### src/hdl/ppt_pkg.sv
// Package: shared constants, codes and word types of the pen proximity timeout tracker.
package ppt_pkg;

  localparam int TIME_BITS    = 48;
  localparam int TIMEOUT_BITS = 20;
  localparam int BTN_BITS     = 4;
  localparam int QDEPTH       = 4;
  localparam int QPTR_BITS    = $clog2(QDEPTH);

  localparam logic [TIMEOUT_BITS-1:0] TIMEOUT_RESET = TIMEOUT_BITS'(50 * 1000);

  typedef enum logic [0:0] {
    OP_EVENT = 1'b0,
    OP_CHECK = 1'b1
  } op_t;

  typedef enum logic [1:0] {
    KIND_OTHER      = 2'd0,
    KIND_BUTTON     = 2'd1,
    KIND_PEN        = 2'd2,
    KIND_OTHER_TOOL = 2'd3
  } kind_t;

  typedef enum logic [1:0] {
    VAL_RELEASE = 2'd0,
    VAL_PRESS   = 2'd1,
    VAL_REPEAT  = 2'd2
  } value_t;

  typedef enum logic [1:0] {
    ACT_PROX_OUT = 2'd0,
    ACT_PROX_IN  = 2'd1,
    ACT_STOPPED  = 2'd2
  } action_t;

  // classified word passed from front to back
  typedef struct packed {
    logic                  is_check;
    logic [TIME_BITS-1:0]  time_us;
    logic [TIME_BITS-1:0]  time_plus;   // time_us + timeout, saturated
    logic [TIME_BITS-1:0]  time_minus;  // time_us - timeout, floored at zero
    kind_t                 kind;
    logic [BTN_BITS-1:0]   btn_mask;
    logic                  btn_set;
    logic                  pen_val;
    logic                  last;
  } cmd_t;

endpackage

### src/hdl/ppt_ifs.sv
// Interfaces: event, result and configuration channels.
interface ppt_evt_if import ppt_pkg::*; ();
  logic                 valid;
  logic                 ready;
  logic                 operation;
  logic [TIME_BITS-1:0] time_us;
  logic [1:0]           event_kind;
  logic [1:0]           button_index;
  logic [1:0]           event_value;
  logic                 last_in_frame;

  modport source (output valid, operation, time_us, event_kind, button_index,
                  event_value, last_in_frame, input ready);
  modport sink (input valid, operation, time_us, event_kind, button_index,
                event_value, last_in_frame, output ready);
endinterface

interface ppt_res_if import ppt_pkg::*; ();
  logic                 valid;
  logic                 ready;
  logic [1:0]           action;
  logic [TIME_BITS-1:0] action_time_us;

  modport source (output valid, action, action_time_us, input ready);
  modport sink (input valid, action, action_time_us, output ready);
endinterface

interface ppt_cfg_if import ppt_pkg::*; ();
  logic                    valid;
  logic                    ready;
  logic [TIMEOUT_BITS-1:0] timeout_us;

  modport source (output valid, timeout_us, input ready);
  modport sink (input valid, timeout_us, output ready);
endinterface

### src/hdl/pen_proximity_timeout_tracker_top.sv
// Top level: pen proximity timeout tracker.
//
// evt carries one word per frame event or timer check (operation, time_us,
// event kind, button index, value, last-of-frame flag). res carries at most
// one word per input word: forced proximity-out, proximity-in or tracking
// stopped, with its timestamp. cfg writes the 20-bit timeout in us; write it
// only while no words are in flight.
// The front classifies each word and precomputes time +/- timeout into a
// four-deep queue; the back updates the tracker state from the queue head.
// Throughput is one word per cycle unless res stalls. An accepted word is
// queued and popped by the back; its result is driven on res from an output
// register. When res stalls the back holds; the queue absorbs up to four
// words before evt.ready drops. Reset (rst, synchronous) empties the queue,
// clears res.valid, restores the 50000 us timeout and re-enables tracking.
module pen_proximity_timeout_tracker_top import ppt_pkg::*; (
  input  logic       clk,
  input  logic       rst,
  ppt_evt_if.sink    evt,
  ppt_cfg_if.sink    cfg,
  ppt_res_if.source  res
);

  logic push;
  cmd_t push_cmd;
  logic q_full;
  logic q_empty;
  logic pop;
  cmd_t pop_cmd;
  logic [TIMEOUT_BITS-1:0] timeout_us;

  ppt_front u_front (
    .clk        (clk),
    .rst        (rst),
    .evt        (evt),
    .cfg        (cfg),
    .q_full     (q_full),
    .push       (push),
    .push_cmd   (push_cmd),
    .timeout_us (timeout_us)
  );

  ppt_queue u_queue (
    .clk      (clk),
    .rst      (rst),
    .push     (push),
    .push_cmd (push_cmd),
    .full     (q_full),
    .pop      (pop),
    .pop_cmd  (pop_cmd),
    .empty    (q_empty)
  );

  ppt_back u_back (
    .clk        (clk),
    .rst        (rst),
    .q_empty    (q_empty),
    .cmd        (pop_cmd),
    .timeout_us (timeout_us),
    .pop        (pop),
    .res        (res)
  );

endmodule

### src/hdl/ppt_front.sv
// Front end: timeout register, event word accept and classification.
module ppt_front import ppt_pkg::*; (
  input  logic                    clk,
  input  logic                    rst,
  ppt_evt_if.sink                 evt,
  ppt_cfg_if.sink                 cfg,
  input  logic                    q_full,
  output logic                    push,
  output cmd_t                    push_cmd,
  output logic [TIMEOUT_BITS-1:0] timeout_us
);

  logic [TIME_BITS:0]      sum;
  logic [TIME_BITS-1:0]    tmo_ext;

  assign cfg.ready = 1'b1;

  always_ff @(posedge clk) begin
    if (rst) begin
      timeout_us <= TIMEOUT_RESET;
    end else if (cfg.valid && cfg.ready) begin
      timeout_us <= cfg.timeout_us;
    end
  end

  assign evt.ready = !q_full;
  assign push      = evt.valid && !q_full;

  assign tmo_ext = TIME_BITS'(timeout_us);
  assign sum     = {1'b0, evt.time_us} + {1'b0, tmo_ext};

  always_comb begin
    push_cmd            = '0;
    push_cmd.is_check   = (op_t'(evt.operation) == OP_CHECK);
    push_cmd.time_us    = evt.time_us;
    push_cmd.time_plus  = sum[TIME_BITS] ? '1 : sum[TIME_BITS-1:0];
    push_cmd.time_minus = (evt.time_us > tmo_ext) ? (evt.time_us - tmo_ext) : '0;
    push_cmd.kind       = kind_t'(evt.event_kind);
    push_cmd.btn_mask   = BTN_BITS'(1) << evt.button_index;
    push_cmd.btn_set    = (value_t'(evt.event_value) != VAL_RELEASE);
    push_cmd.pen_val    = (value_t'(evt.event_value) == VAL_PRESS);
    push_cmd.last       = evt.last_in_frame;
  end

endmodule

### src/hdl/ppt_queue.sv
// Short FIFO of classified words between front and back.
module ppt_queue import ppt_pkg::*; (
  input  logic clk,
  input  logic rst,
  input  logic push,
  input  cmd_t push_cmd,
  output logic full,
  input  logic pop,
  output cmd_t pop_cmd,
  output logic empty
);

  cmd_t                 slots [QDEPTH];
  logic [QPTR_BITS-1:0] wr_ptr;
  logic [QPTR_BITS-1:0] rd_ptr;
  logic [QPTR_BITS:0]   count;

  assign full    = (count == (QPTR_BITS+1)'(QDEPTH));
  assign empty   = (count == '0);
  assign pop_cmd = slots[rd_ptr];

  always_ff @(posedge clk) begin
    if (push) begin
      slots[wr_ptr] <= push_cmd;
    end
  end

  always_ff @(posedge clk) begin
    if (rst) begin
      wr_ptr <= '0;
      rd_ptr <= '0;
      count  <= '0;
    end else begin
      if (push) begin
        wr_ptr <= wr_ptr + 1'b1;
      end
      if (pop) begin
        rd_ptr <= rd_ptr + 1'b1;
      end
      case ({push, pop})
        2'b10:   count <= count + 1'b1;
        2'b01:   count <= count - 1'b1;
        default: count <= count;
      endcase
    end
  end

endmodule

### src/hdl/ppt_back.sv
// Back end: tracker state update and registered result word.
module ppt_back import ppt_pkg::*; (
  input  logic                    clk,
  input  logic                    rst,
  input  logic                    q_empty,
  input  cmd_t                    cmd,
  input  logic [TIMEOUT_BITS-1:0] timeout_us,
  output logic                    pop,
  ppt_res_if.source               res
);

  logic [TIME_BITS-1:0] last_seen, last_seen_next;
  logic [TIME_BITS:0]   last_sum;
  logic [TIME_BITS-1:0] last_plus;
  logic [TIME_BITS-1:0] deadline, deadline_next;
  logic                 armed, armed_next;
  logic [BTN_BITS-1:0]  held, held_next;
  logic                 pen_in, pen_in_next;
  logic                 forced_out, forced_out_next;
  logic                 pen_seen, pen_seen_next;
  logic                 active, active_next;
  logic                 emit;
  action_t              emit_act;

  logic                 res_valid;
  action_t              res_action;
  logic [TIME_BITS-1:0] res_time;

  assign pop = !q_empty && (!res_valid || res.ready);

  // last event time + timeout, saturated
  assign last_sum  = {1'b0, last_seen} + {1'b0, TIME_BITS'(timeout_us)};
  assign last_plus = last_sum[TIME_BITS] ? '1 : last_sum[TIME_BITS-1:0];

  always_comb begin
    last_seen_next  = last_seen;
    deadline_next   = deadline;
    armed_next      = armed;
    held_next       = held;
    pen_in_next     = pen_in;
    forced_out_next = forced_out;
    pen_seen_next   = pen_seen;
    active_next     = active;
    emit            = 1'b0;
    emit_act        = ACT_PROX_OUT;
    if (pop && active) begin
      if (cmd.is_check) begin
        if (armed && (cmd.time_us >= deadline)) begin
          if (held != '0) begin
            deadline_next = cmd.time_plus;
          end else if (last_seen > cmd.time_minus) begin
            deadline_next = last_plus;
          end else begin
            armed_next      = 1'b0;
            forced_out_next = 1'b1;
            emit            = 1'b1;
            emit_act        = ACT_PROX_OUT;
          end
        end
      end else begin
        if (last_seen == '0) begin
          deadline_next = cmd.time_plus;
          armed_next    = 1'b1;
        end
        last_seen_next = cmd.time_us;
        case (cmd.kind)
          KIND_BUTTON: begin
            held_next = cmd.btn_set ? (held | cmd.btn_mask) : (held & ~cmd.btn_mask);
          end
          KIND_PEN: begin
            pen_seen_next = 1'b1;
            pen_in_next   = cmd.pen_val;
          end
          default: begin
          end
        endcase
        if (cmd.kind == KIND_OTHER_TOOL) begin
          active_next   = 1'b0;
          armed_next    = 1'b0;
          pen_seen_next = 1'b0;
          emit          = 1'b1;
          emit_act      = ACT_STOPPED;
        end else if (cmd.last) begin
          if (pen_seen_next) begin
            pen_seen_next = 1'b0;
            if (pen_in_next) begin
              deadline_next = cmd.time_plus;
              armed_next    = 1'b1;
            end else begin
              active_next = 1'b0;
              armed_next  = 1'b0;
              emit        = 1'b1;
              emit_act    = ACT_STOPPED;
            end
          end else if (forced_out) begin
            forced_out_next = 1'b0;
            deadline_next   = cmd.time_plus;
            armed_next      = 1'b1;
            emit            = 1'b1;
            emit_act        = ACT_PROX_IN;
          end
        end
      end
    end
  end

  always_ff @(posedge clk) begin
    if (rst) begin
      last_seen  <= '0;
      deadline   <= '0;
      armed      <= 1'b0;
      held       <= '0;
      pen_in     <= 1'b0;
      forced_out <= 1'b0;
      pen_seen   <= 1'b0;
      active     <= 1'b1;
      res_valid  <= 1'b0;
    end else begin
      last_seen  <= last_seen_next;
      deadline   <= deadline_next;
      armed      <= armed_next;
      held       <= held_next;
      pen_in     <= pen_in_next;
      forced_out <= forced_out_next;
      pen_seen   <= pen_seen_next;
      active     <= active_next;
      if (emit) begin
        res_valid <= 1'b1;
      end else if (res.ready) begin
        res_valid <= 1'b0;
      end
    end
  end

  // payload
  always_ff @(posedge clk) begin
    if (emit) begin
      res_action <= emit_act;
      res_time   <= cmd.time_us;
    end
  end

  assign res.valid          = res_valid;
  assign res.action         = res_action;
  assign res.action_time_us = res_time;

endmodule

### src/flat_wrapper.sv
// flat-port wrapper written by rule: the top's interface ports become plain ports
module pen_proximity_timeout_tracker_top_flat import ppt_pkg::*;
  (clk, rst, evt_valid, evt_operation, evt_time_us, evt_event_kind, evt_button_index, evt_event_value, evt_last_in_frame, evt_ready, cfg_valid, cfg_timeout_us, cfg_ready, res_valid, res_action, res_action_time_us, res_ready);
  ppt_evt_if evt_i ();
  ppt_cfg_if cfg_i ();
  ppt_res_if res_i ();
  input  logic clk;
  input  logic rst;
  input wire logic [$bits(evt_i.valid)-1:0] evt_valid;
  input wire logic [$bits(evt_i.operation)-1:0] evt_operation;
  input wire logic [$bits(evt_i.time_us)-1:0] evt_time_us;
  input wire logic [$bits(evt_i.event_kind)-1:0] evt_event_kind;
  input wire logic [$bits(evt_i.button_index)-1:0] evt_button_index;
  input wire logic [$bits(evt_i.event_value)-1:0] evt_event_value;
  input wire logic [$bits(evt_i.last_in_frame)-1:0] evt_last_in_frame;
  output wire logic [$bits(evt_i.ready)-1:0] evt_ready;
  input wire logic [$bits(cfg_i.valid)-1:0] cfg_valid;
  input wire logic [$bits(cfg_i.timeout_us)-1:0] cfg_timeout_us;
  output wire logic [$bits(cfg_i.ready)-1:0] cfg_ready;
  output wire logic [$bits(res_i.valid)-1:0] res_valid;
  output wire logic [$bits(res_i.action)-1:0] res_action;
  output wire logic [$bits(res_i.action_time_us)-1:0] res_action_time_us;
  input wire logic [$bits(res_i.ready)-1:0] res_ready;
  assign evt_i.valid = evt_valid;
  assign evt_i.operation = evt_operation;
  assign evt_i.time_us = evt_time_us;
  assign evt_i.event_kind = evt_event_kind;
  assign evt_i.button_index = evt_button_index;
  assign evt_i.event_value = evt_event_value;
  assign evt_i.last_in_frame = evt_last_in_frame;
  assign evt_ready = evt_i.ready;
  assign cfg_i.valid = cfg_valid;
  assign cfg_i.timeout_us = cfg_timeout_us;
  assign cfg_ready = cfg_i.ready;
  assign res_valid = res_i.valid;
  assign res_action = res_i.action;
  assign res_action_time_us = res_i.action_time_us;
  assign res_i.ready = res_ready;
  pen_proximity_timeout_tracker_top u_core (.clk(clk), .rst(rst), .evt(evt_i), .cfg(cfg_i), .res(res_i));
endmodule
### config.mk
export PLATFORM = sky130hd
export DESIGN_NAME = pen_proximity_timeout_tracker_top_flat
export DESIGN_NICKNAME = d
export VERILOG_FILES = /design/src/hdl/ppt_pkg.sv /design/src/hdl/ppt_ifs.sv /design/src/hdl/pen_proximity_timeout_tracker_top.sv /design/src/hdl/ppt_front.sv /design/src/hdl/ppt_queue.sv /design/src/hdl/ppt_back.sv /design/src/flat_wrapper.sv
export SDC_FILE = /design/constraint.sdc
export NUM_CORES = 1
export LEC_CHECK = 0
export BUFFER_PORTS_ARGS = -buffer_cell sky130_fd_sc_hd__buf_2
export CORE_UTILIZATION = 45
export DETAILED_ROUTE_END_ITERATION = 7
export SYNTH_ARGS = -nofsm -noshare
export SYNTH_HDL_FRONTEND = slang
export SYNTH_HIERARCHICAL = 1
export SYNTH_SLANG_ARGS = --single-unit
### constraint.sdc
create_clock -name clk -period 14.6 [get_ports clk]
set_clock_uncertainty 0.2 [all_clocks]
set_input_delay 1.46 -clock clk [delete_from_list [all_inputs] [get_ports clk]]
set_output_delay 1.46 -clock clk [all_outputs]
set_load 0.005 [all_outputs]
==> key figures, run 1 <==
GRT
  • Pin count of the biggest net entering global routing: 104
  • Wire length of the first global-routing pass: 156 mm
  • Number of global-route vias before repair: 24200
  • Global route overflow: 0
  • Total GRT Usage: 0.245
  • Initial antenna violation count: 1

Final layout
  • Number of fill cells: 7073
  • Synth-to-Final Area Change: 10.7%
  • Share of final-layout standard cells stronger than drive strength 1: 0.172
  • NumNets Final: 3181

Worst setup path
  • Capture point of the worst reg-to-reg path: u_core/u_back/res.action_time_us[31]
  • Arrival time at the worst endpoint: 6510 ps
  • Critical path class: reg -> reg
  • Worst reg-to-reg setup slack: 8130 ps
  • Crit path required time: 14640 ps
  • Critical path startpoint category: register
  • Critical path peak fanout: 77
  • Kind of capture point of the worst setup path: register
  • Cell count of the worst reg-to-reg path: 15

Clocking
  • CTS tree: built
  • Clock input transition at the sequential cells of the worst setup and hold paths: 60 ps
  • Clock tree buffer depth: 3
  • TritonCTS Sinks: 801
  • Clk Tree Root Cell: sky130_fd_sc_hd__clkbuf_16
  • CTS buffer count: 84
  • Post-CTS Setup Repair Bufs: 0
  • Quantity of hold-fixing buffers added after cts: 0
  • Deepest level of the CTS H-tree: 3
  • Number of cells upsized or downsized after cts: 0
  • Clock latency on the worst-skew pair: 630 ps

Synthesis
  • Synthesis warning total: 6
  • Cells after synthesis: 2886
  • Unique cell type count in the Yosys netlist: 89
  • Async SR Flop Fraction: 0
  • Sequential share of the synthesized area: 0.594
  • Post-synthesis average cell area: 13.3 um^2
  • Most frequently used flop master after synthesis: sky130_fd_sc_hd__edfxtp_1
  • Net count after synthesis: 3132
  • Cell area after technology mapping: 38200 um^2
  • Number of synthesized flops with an enable pin: 666
  • Synth Register Bits: 801

STA
  • Slew HR: 0.246
  • Min Clock Period, post-route: 6470 ps
  • Least-Margin Pin Slew: 1120 ps
  • Max-slew violation count: 0
  • Post-route clock period utilization: 0.443
  • Final number of hold-violating endpoints: 0
  • RSZ-0062 raised after global routing: false
  • Final hold slack: 256 ps
  • Aggregate negative setup slack: 0 ps
  • Final setup violation count: 0
  • Timing-limited maximum frequency: 155 MHz

Outcome
  • Outcome: finished, final reports clean

Min path
  • Hold Path Sink: u_core/u_back/deadline[46]
  • Type of the tightest min-delay check: reg -> reg
  • Hold depth: 2
  • Hold path startpoint: u_core/u_back/deadline[46]

Pwr
  • IR drop worst, VDD: 0.000135 V
  • Power density over the cells: 190 nW/um^2
  • Leakage dissipation: 14.8 nW

Routing
  • Routed WL: 106 mm
  • Vias per cell: 5.97
  • DRC marker count from the first detailed-route iteration: 2741
  • Detailed-routing iteration count for the pre-antenna-repair pass: 6
  • Post-route antenna net violation count: 0
  • Wire per inst: 25.5 um
  • Count of vias placed by the detailed router: 24700
  • DRC violations left: 0

Floorplan
  • Floorplan core area: 83800 um^2
  • Io pins: 134
  • Die Wd: 294 um
  • Initial core utilization: 0.456
  • Die height: 294 um
  • Total Die Area: 86200 um^2
  • Total number of placement rows: 106

Job
  • Count of maximum capacitance violations: 0

Placed design
  • Number of buffer cells added on primary ports: 132
  • Final HPWL from detailed placement: 71.7 mm
  • Routability congestion estimate: 0.934
[sequential cells by signal, indices dropped and copies added (netlist names), named ones only]
register / flops
u_core/u_queue/count: 3
u_core/u_back/res.action_time_us: 48
u_core/u_queue/rd_ptr: 2
u_core/u_queue/wr_ptr: 2
u_core/u_back/pen_seen: 1
u_core/u_back/pen_in: 1
u_core/u_front/timeout_us: 20
u_core/u_back/active: 1
u_core/u_back/forced_out: 1
u_core/u_back/res.valid: 1
u_core/u_back/deadline: 48
u_core/u_back/last_seen: 48
u_core/u_back/armed: 1
u_core/u_queue/slots: 616
u_core/u_back/res.action: 2
[routing by layer]
metal	global-route usage	vias to the layer above	wire length (um)
met5	0	-	0
met1	0.369	12500	47800
li1	-	11000	-
met3	0.0350	131	8610
met2	0.371	1090	47100
met4	0.0630	0	2230
[cell usage in the layout, fill, tap and decap left out, drive strengths merged, types with 16 or more instances in the layout]
cell type / netlist / layout
xnor2: 62 / 62
a21oi: 180 / 180
and2: 16 / 16
xor2: 21 / 21
clkinv: 1 / 31
o21ai: 97 / 97
mux2i: 23 / 23
nand4: 38 / 38
o211ai: 18 / 18
edfxtp: 666 / 666
nor3b: 17 / 17
nand3: 55 / 55
nor2: 175 / 175
a211oi: 30 / 30
a21o: 28 / 28
dfxtp: 135 / 135
ha: 161 / 161
nor2b: 24 / 24
mux2: 21 / 21
nor3: 45 / 45
nand2b: 17 / 17
nand2: 249 / 249
clkbuf: 84 / 112
and3: 23 / 23
nor4: 31 / 31
inv: 153 / 155
mux4: 154 / 154
buf: 116 / 163
a31oi: 17 / 17
o22ai: 16 / 16
or3: 29 / 29
[synth_stat cells, types with 45 or more instances]
cell / n / area share
sky130_fd_sc_hd__nor3_1: 45 / 0.0059
sky130_fd_sc_hd__edfxtp_1: 666 / 0.52
sky130_fd_sc_hd__clkbuf_1: 83 / 0.0081
sky130_fd_sc_hd__nor2_1: 175 / 0.017
sky130_fd_sc_hd__ha_1: 161 / 0.053
sky130_fd_sc_hd__xnor2_1: 62 / 0.014
sky130_fd_sc_hd__o21ai_0: 93 / 0.012
sky130_fd_sc_hd__inv_1: 153 / 0.015
sky130_fd_sc_hd__dfxtp_1: 135 / 0.071
sky130_fd_sc_hd__nand2_1: 248 / 0.024
sky130_fd_sc_hd__mux4_2: 154 / 0.091
sky130_fd_sc_hd__a21oi_1: 180 / 0.024
sky130_fd_sc_hd__nand3_1: 54 / 0.0071
sky130_fd_sc_hd__buf_4: 59 / 0.012
[layout make-up]
type	instances	area, um^2	share of cell area
clock buffer	112	2380	0.0563
antenna	4	10.0	0.000237
multi-input combinational	1731	13900	0.329
timing repair buffer	163	921	0.0218
tap	1134	1420	0.0335
sequential	801	22700	0.537
clock inverter	43	389	0.00919
inverter	154	578	0.0137
[cell families after synthesis]
kind of cell	Yosys count	synth area share
compound gates	520	0.0880
xor+xnor	83	0.0190
fa+ha+maj	165	0.0548
buf+inv	354	0.0442
flops	801	0.594
mux	198	0.103
other cells	1	0.0000981
simple gates	764	0.0974
[worst max-delay path by stage]
stage	to	slack, ps	from	cells after the start
after floorplan	u_core/u_queue/slots[0][0]	8500	evt_valid	2
after global placement	u_core/u_back/res.action_time_us[42]	8070	register	15
after detailed placement	u_core/u_back/res.action_time_us[43]	7970	register	15
after CTS	u_core/u_back/res.action_time_us[31]	7990	register	15
after global routing	u_core/u_back/res.action_time_us[30]	7680	register	15
final	u_core/u_back/res.action_time_us[31]	8130	register	15
[power by group]
part / internal [mW] / switching, mW / leakage (nW) / total (mW)
registers: 2.90 / 0.252 / 7.21 / 3.15
logic: 1.02 / 1.76 / 6.20 / 2.78
clock network: 1.25 / 0.875 / 1.36 / 2.13
[through the flow]
stage	cell area, um^2	std cells	setup slack, ps	power [mW]	util
3_3_place_gp	39500	3983	8070	5.87	0.472
6_report	42300	4142	8130	8.06	0.505
5_1_grt	42300	4138	7680	8.45	0.505
4_1_cts	42300	4138	7990	8.08	0.505
2_1_floorplan	38200	2886	8500	5.00	-
3_5_place_dp	39500	3983	7970	5.95	0.472
[critical path, cell delays in order, from the launching register on]
cell	delay (ps)
sky130_fd_sc_hd__dfxtp_4	670
sky130_fd_sc_hd__buf_4	680
sky130_fd_sc_hd__buf_12	600
sky130_fd_sc_hd__mux4_2	580
sky130_fd_sc_hd__inv_1	70
sky130_fd_sc_hd__ha_1	240
sky130_fd_sc_hd__a21oi_1	120
sky130_fd_sc_hd__o21ai_0	90
sky130_fd_sc_hd__a221oi_1	340
sky130_fd_sc_hd__o22ai_1	180
sky130_fd_sc_hd__a2111oi_1	600
sky130_fd_sc_hd__a21boi_1	440
sky130_fd_sc_hd__o21ai_0	250
sky130_fd_sc_hd__and2_1	200
sky130_fd_sc_hd__nor2b_4	150
sky130_fd_sc_hd__buf_4	590
No activity file was read; power rests on OpenSTA's default activity.
==> inputs of run 2 (changes only) <==
- clock period: 14.6 -> 6.1 ns (I/O delays scaled with it)
==> run 2 against run 1 <==
Cell area increased by 0.65%. Critical path depth decreased by 3. Combinational power increased by 140%. Sequential power rose by 140%. Die area unchanged. Non-clock buffer count rose by 25. Fmax is 25% higher. Flip-flop and latch count unchanged. Global-route usage is 0.19 points lower. Setup slack lost 7200 ps. Routed wire length is 0.32% lower. Via count rose by 1.0%.
==> key figures, run 2 (same netlist as run 1, synthesis figures left out) <==
Floorplan
  • Die Wd: 294 um (unchanged)
  • Initial core utilization: 0.456 (unchanged)
  • Die height: 294 um (unchanged)
  • Total number of placement rows: 106 (unchanged)
  • Io pins: 134 (unchanged)
  • Total Die Area: 86200 um^2 (unchanged)
  • Floorplan core area: 83800 um^2 (unchanged)

Final layout
  • Area taken by multi-input logic gates: 13900 um^2 (unchanged)
  • Most common library cell in the layout ignoring fill and taps: sky130_fd_sc_hd__edfxtp_1 (unchanged)
  • NumNets Final: 3205 (was 3181)
  • Sequential cell area: 22700 um^2 (unchanged)
  • Count of antenna diodes in the layout: 0 (was 4)
  • Final design area excluding fillers: 42600 um^2 (was 42300 um^2)
  • Top register by number of flip-flops: u_core/u_queue/slots (unchanged)
  • Number of fill cells: 7062 (was 7073)
  • Share of final-layout standard cells stronger than drive strength 1: 0.177 (was 0.172)
  • Flip-flop count of the largest register after layout: 616 (unchanged)
  • Synth-to-Final Area Change: 11.4% (was 10.7%)
  • Leading cell types in the layout, fill and taps excluded: 666 x sky130_fd_sc_hd__edfxtp_1, 248 x sky130_fd_sc_hd__nand2_1, 180 x sky130_fd_sc_hd__a21oi_1, 174 x sky130_fd_sc_hd__nor2_1, 161 x sky130_fd_sc_hd__ha_1 (unchanged)

Pwr
  • IR drop worst, VDD: 0.000209 V (was 0.000135 V)
  • Power density over the cells: 454 nW/um^2 (was 190 nW/um^2)
  • Leakage dissipation: 14.9 nW (was 14.8 nW)
  • Overall power after layout: 19.3 mW (was 8.06 mW)

Clocking
  • Clock tree buffer depth: 3 (unchanged)
  • Number of cells upsized or downsized after cts: 0 (unchanged)
  • Clk Tree Root Cell: sky130_fd_sc_hd__clkbuf_16 (unchanged)
  • Post-CTS Setup Repair Bufs: 0 (unchanged)
  • Clock input transition at the sequential cells of the worst setup and hold paths: 60 ps (about the same)
  • CTS buffer count: 83 (was 84)
  • Quantity of hold-fixing buffers added after cts: 4 (was 0)
  • Deepest level of the CTS H-tree: 3 (unchanged)
  • Clock latency on the worst-skew pair: 640 ps (was 630 ps)
  • TritonCTS Sinks: 801 (unchanged)
  • CTS tree: built (unchanged)

Worst setup path
  • Critical path startpoint category: register (unchanged)
  • Arrival time at the worst endpoint: 5510 ps (was 6510 ps)
  • Crit path required time: 6430 ps (was 14640 ps)
  • Critical path class: reg -> reg (unchanged)
  • Worst reg-to-reg setup slack: 920 ps (was 8130 ps)
  • Cell count of the worst reg-to-reg path: 12 (was 15)
  • Critical path peak fanout: 20 (was 77)
  • Capture point of the worst reg-to-reg path: u_core/u_back/deadline[40] (was u_core/u_back/res.action_time_us[31])
  • Kind of capture point of the worst setup path: register (unchanged)

STA
  • Max-slew violation count: 0 (unchanged)
  • Aggregate negative setup slack: 0 ps (unchanged)
  • Final number of hold-violating endpoints: 0 (unchanged)
  • Timing-limited maximum frequency: 193 MHz (was 155 MHz)
  • Final setup violation count: 0 (unchanged)
  • Final hold slack: 25.1 ps (was 256 ps)
  • Min Clock Period, post-route: 5180 ps (was 6470 ps)
  • Slew HR: 0.300 (was 0.246)
  • RSZ-0062 raised after global routing: false (unchanged)
  • Post-route clock period utilization: 0.849 (was 0.443)
  • Least-Margin Pin Slew: 1050 ps (was 1120 ps)

Job
  • Count of maximum capacitance violations: 0 (unchanged)

Routing
  • Count of vias placed by the detailed router: 25000 (was 24700)
  • Wire per inst: 25.3 um (was 25.5 um)
  • Detailed-routing iteration count for the pre-antenna-repair pass: 6 (unchanged)
  • Routed WL: 105 mm (was 106 mm)
  • Vias per cell: 6.01 (was 5.97)
  • Post-route antenna net violation count: 0 (unchanged)
  • DRC marker count from the first detailed-route iteration: 2763 (was 2741)
  • DRC violations left: 0 (unchanged)

GRT
  • Number of global-route vias before repair: 24200 (about the same)
  • Pin count of the biggest net entering global routing: 118 (was 104)
  • Total GRT Usage: 0.243 (was 0.245)
  • Initial antenna violation count: 9 (was 1)
  • Global route overflow: 0 (unchanged)
  • Wire length of the first global-routing pass: 155 mm (was 156 mm)

Min path
  • Hold depth: 3 (was 2)
  • Hold Path Sink: u_core/u_front/timeout_us[0] (was u_core/u_back/deadline[46])
  • Type of the tightest min-delay check: in -> reg (was reg -> reg)
  • Hold path startpoint: cfg_timeout_us[0] (was u_core/u_back/deadline[46])

Placed design
  • Final HPWL from detailed placement: 73.6 mm (was 71.7 mm)
  • Number of buffer cells added on primary ports: 132 (unchanged)
  • Area of placed instances: 39800 um^2 (was 39500 um^2)
  • Routability congestion estimate: 0.970 (was 0.934)

Outcome
  • Outcome: finished, final reports clean (unchanged)
run 2: power breakdown:
group          internal (mW)  switching, mW  leakage (nW)
clock                   2.98           2.14          1.34
sequential              6.94          0.655          7.21
combinational           2.56           4.07          6.34
total                   12.5           6.86          14.9
run 2: worst max path at each step:
stage,from,end,depth (start not counted)
2_1_floorplan,register,u_core/u_back/res.action[0],14
3_3_place_gp,register,u_core/u_back/deadline[35],13
3_5_place_dp,register,u_core/u_back/deadline[40],14
4_1_cts,register,u_core/u_back/deadline[40],12
5_1_grt,register,u_core/u_back/res.action_time_us[4],13
6_report,register,u_core/u_back/deadline[40],12
run 2: area by class of cell:
class                           count  area share
Clock inverter                     50      0.0118
Multi-Input combinational cell   1731       0.327
Clock buffer                      103      0.0530
Inverter                          154      0.0136
Sequential cell                   801       0.533
Tap cell                         1134      0.0333
Timing Repair Buffer              188      0.0286
run 2: critical path, stage by stage, from the launching register on:
cell                        delay, ps
sky130_fd_sc_hd__dfxtp_4          640
sky130_fd_sc_hd__buf_12           290
sky130_fd_sc_hd__buf_4            200
sky130_fd_sc_hd__mux4_2           540
sky130_fd_sc_hd__ha_1             350
sky130_fd_sc_hd__nand4_1          140
sky130_fd_sc_hd__nor4_1           730
sky130_fd_sc_hd__o2111a_1         280
sky130_fd_sc_hd__a21o_1           320
sky130_fd_sc_hd__o21a_1           490
sky130_fd_sc_hd__buf_4            320
sky130_fd_sc_hd__nand2_1          130
sky130_fd_sc_hd__a2111oi_0        380
run 2: per-layer routing:
metal | vias up | routed length [um] | track usage
li1 | 11100 | - | -
met1 | 12600 | 46700 | 0.358
met2 | 1118 | 48200 | 0.375
met3 | 171 | 7660 | 0.0303
met4 | 6 | 2770 | 0.0737
met5 | - | 33 | 0
run 2: through the flow:
step | std cells | setup WS (ps) | util
finish | 4161 | 918 | 0.508
global route | 4161 | 667 | 0.508
CTS | 4161 | 897 | 0.508
detailed placement | 4004 | 934 | 0.475
global placement | 4004 | 967 | 0.475
floorplan | 2886 | 300 | -
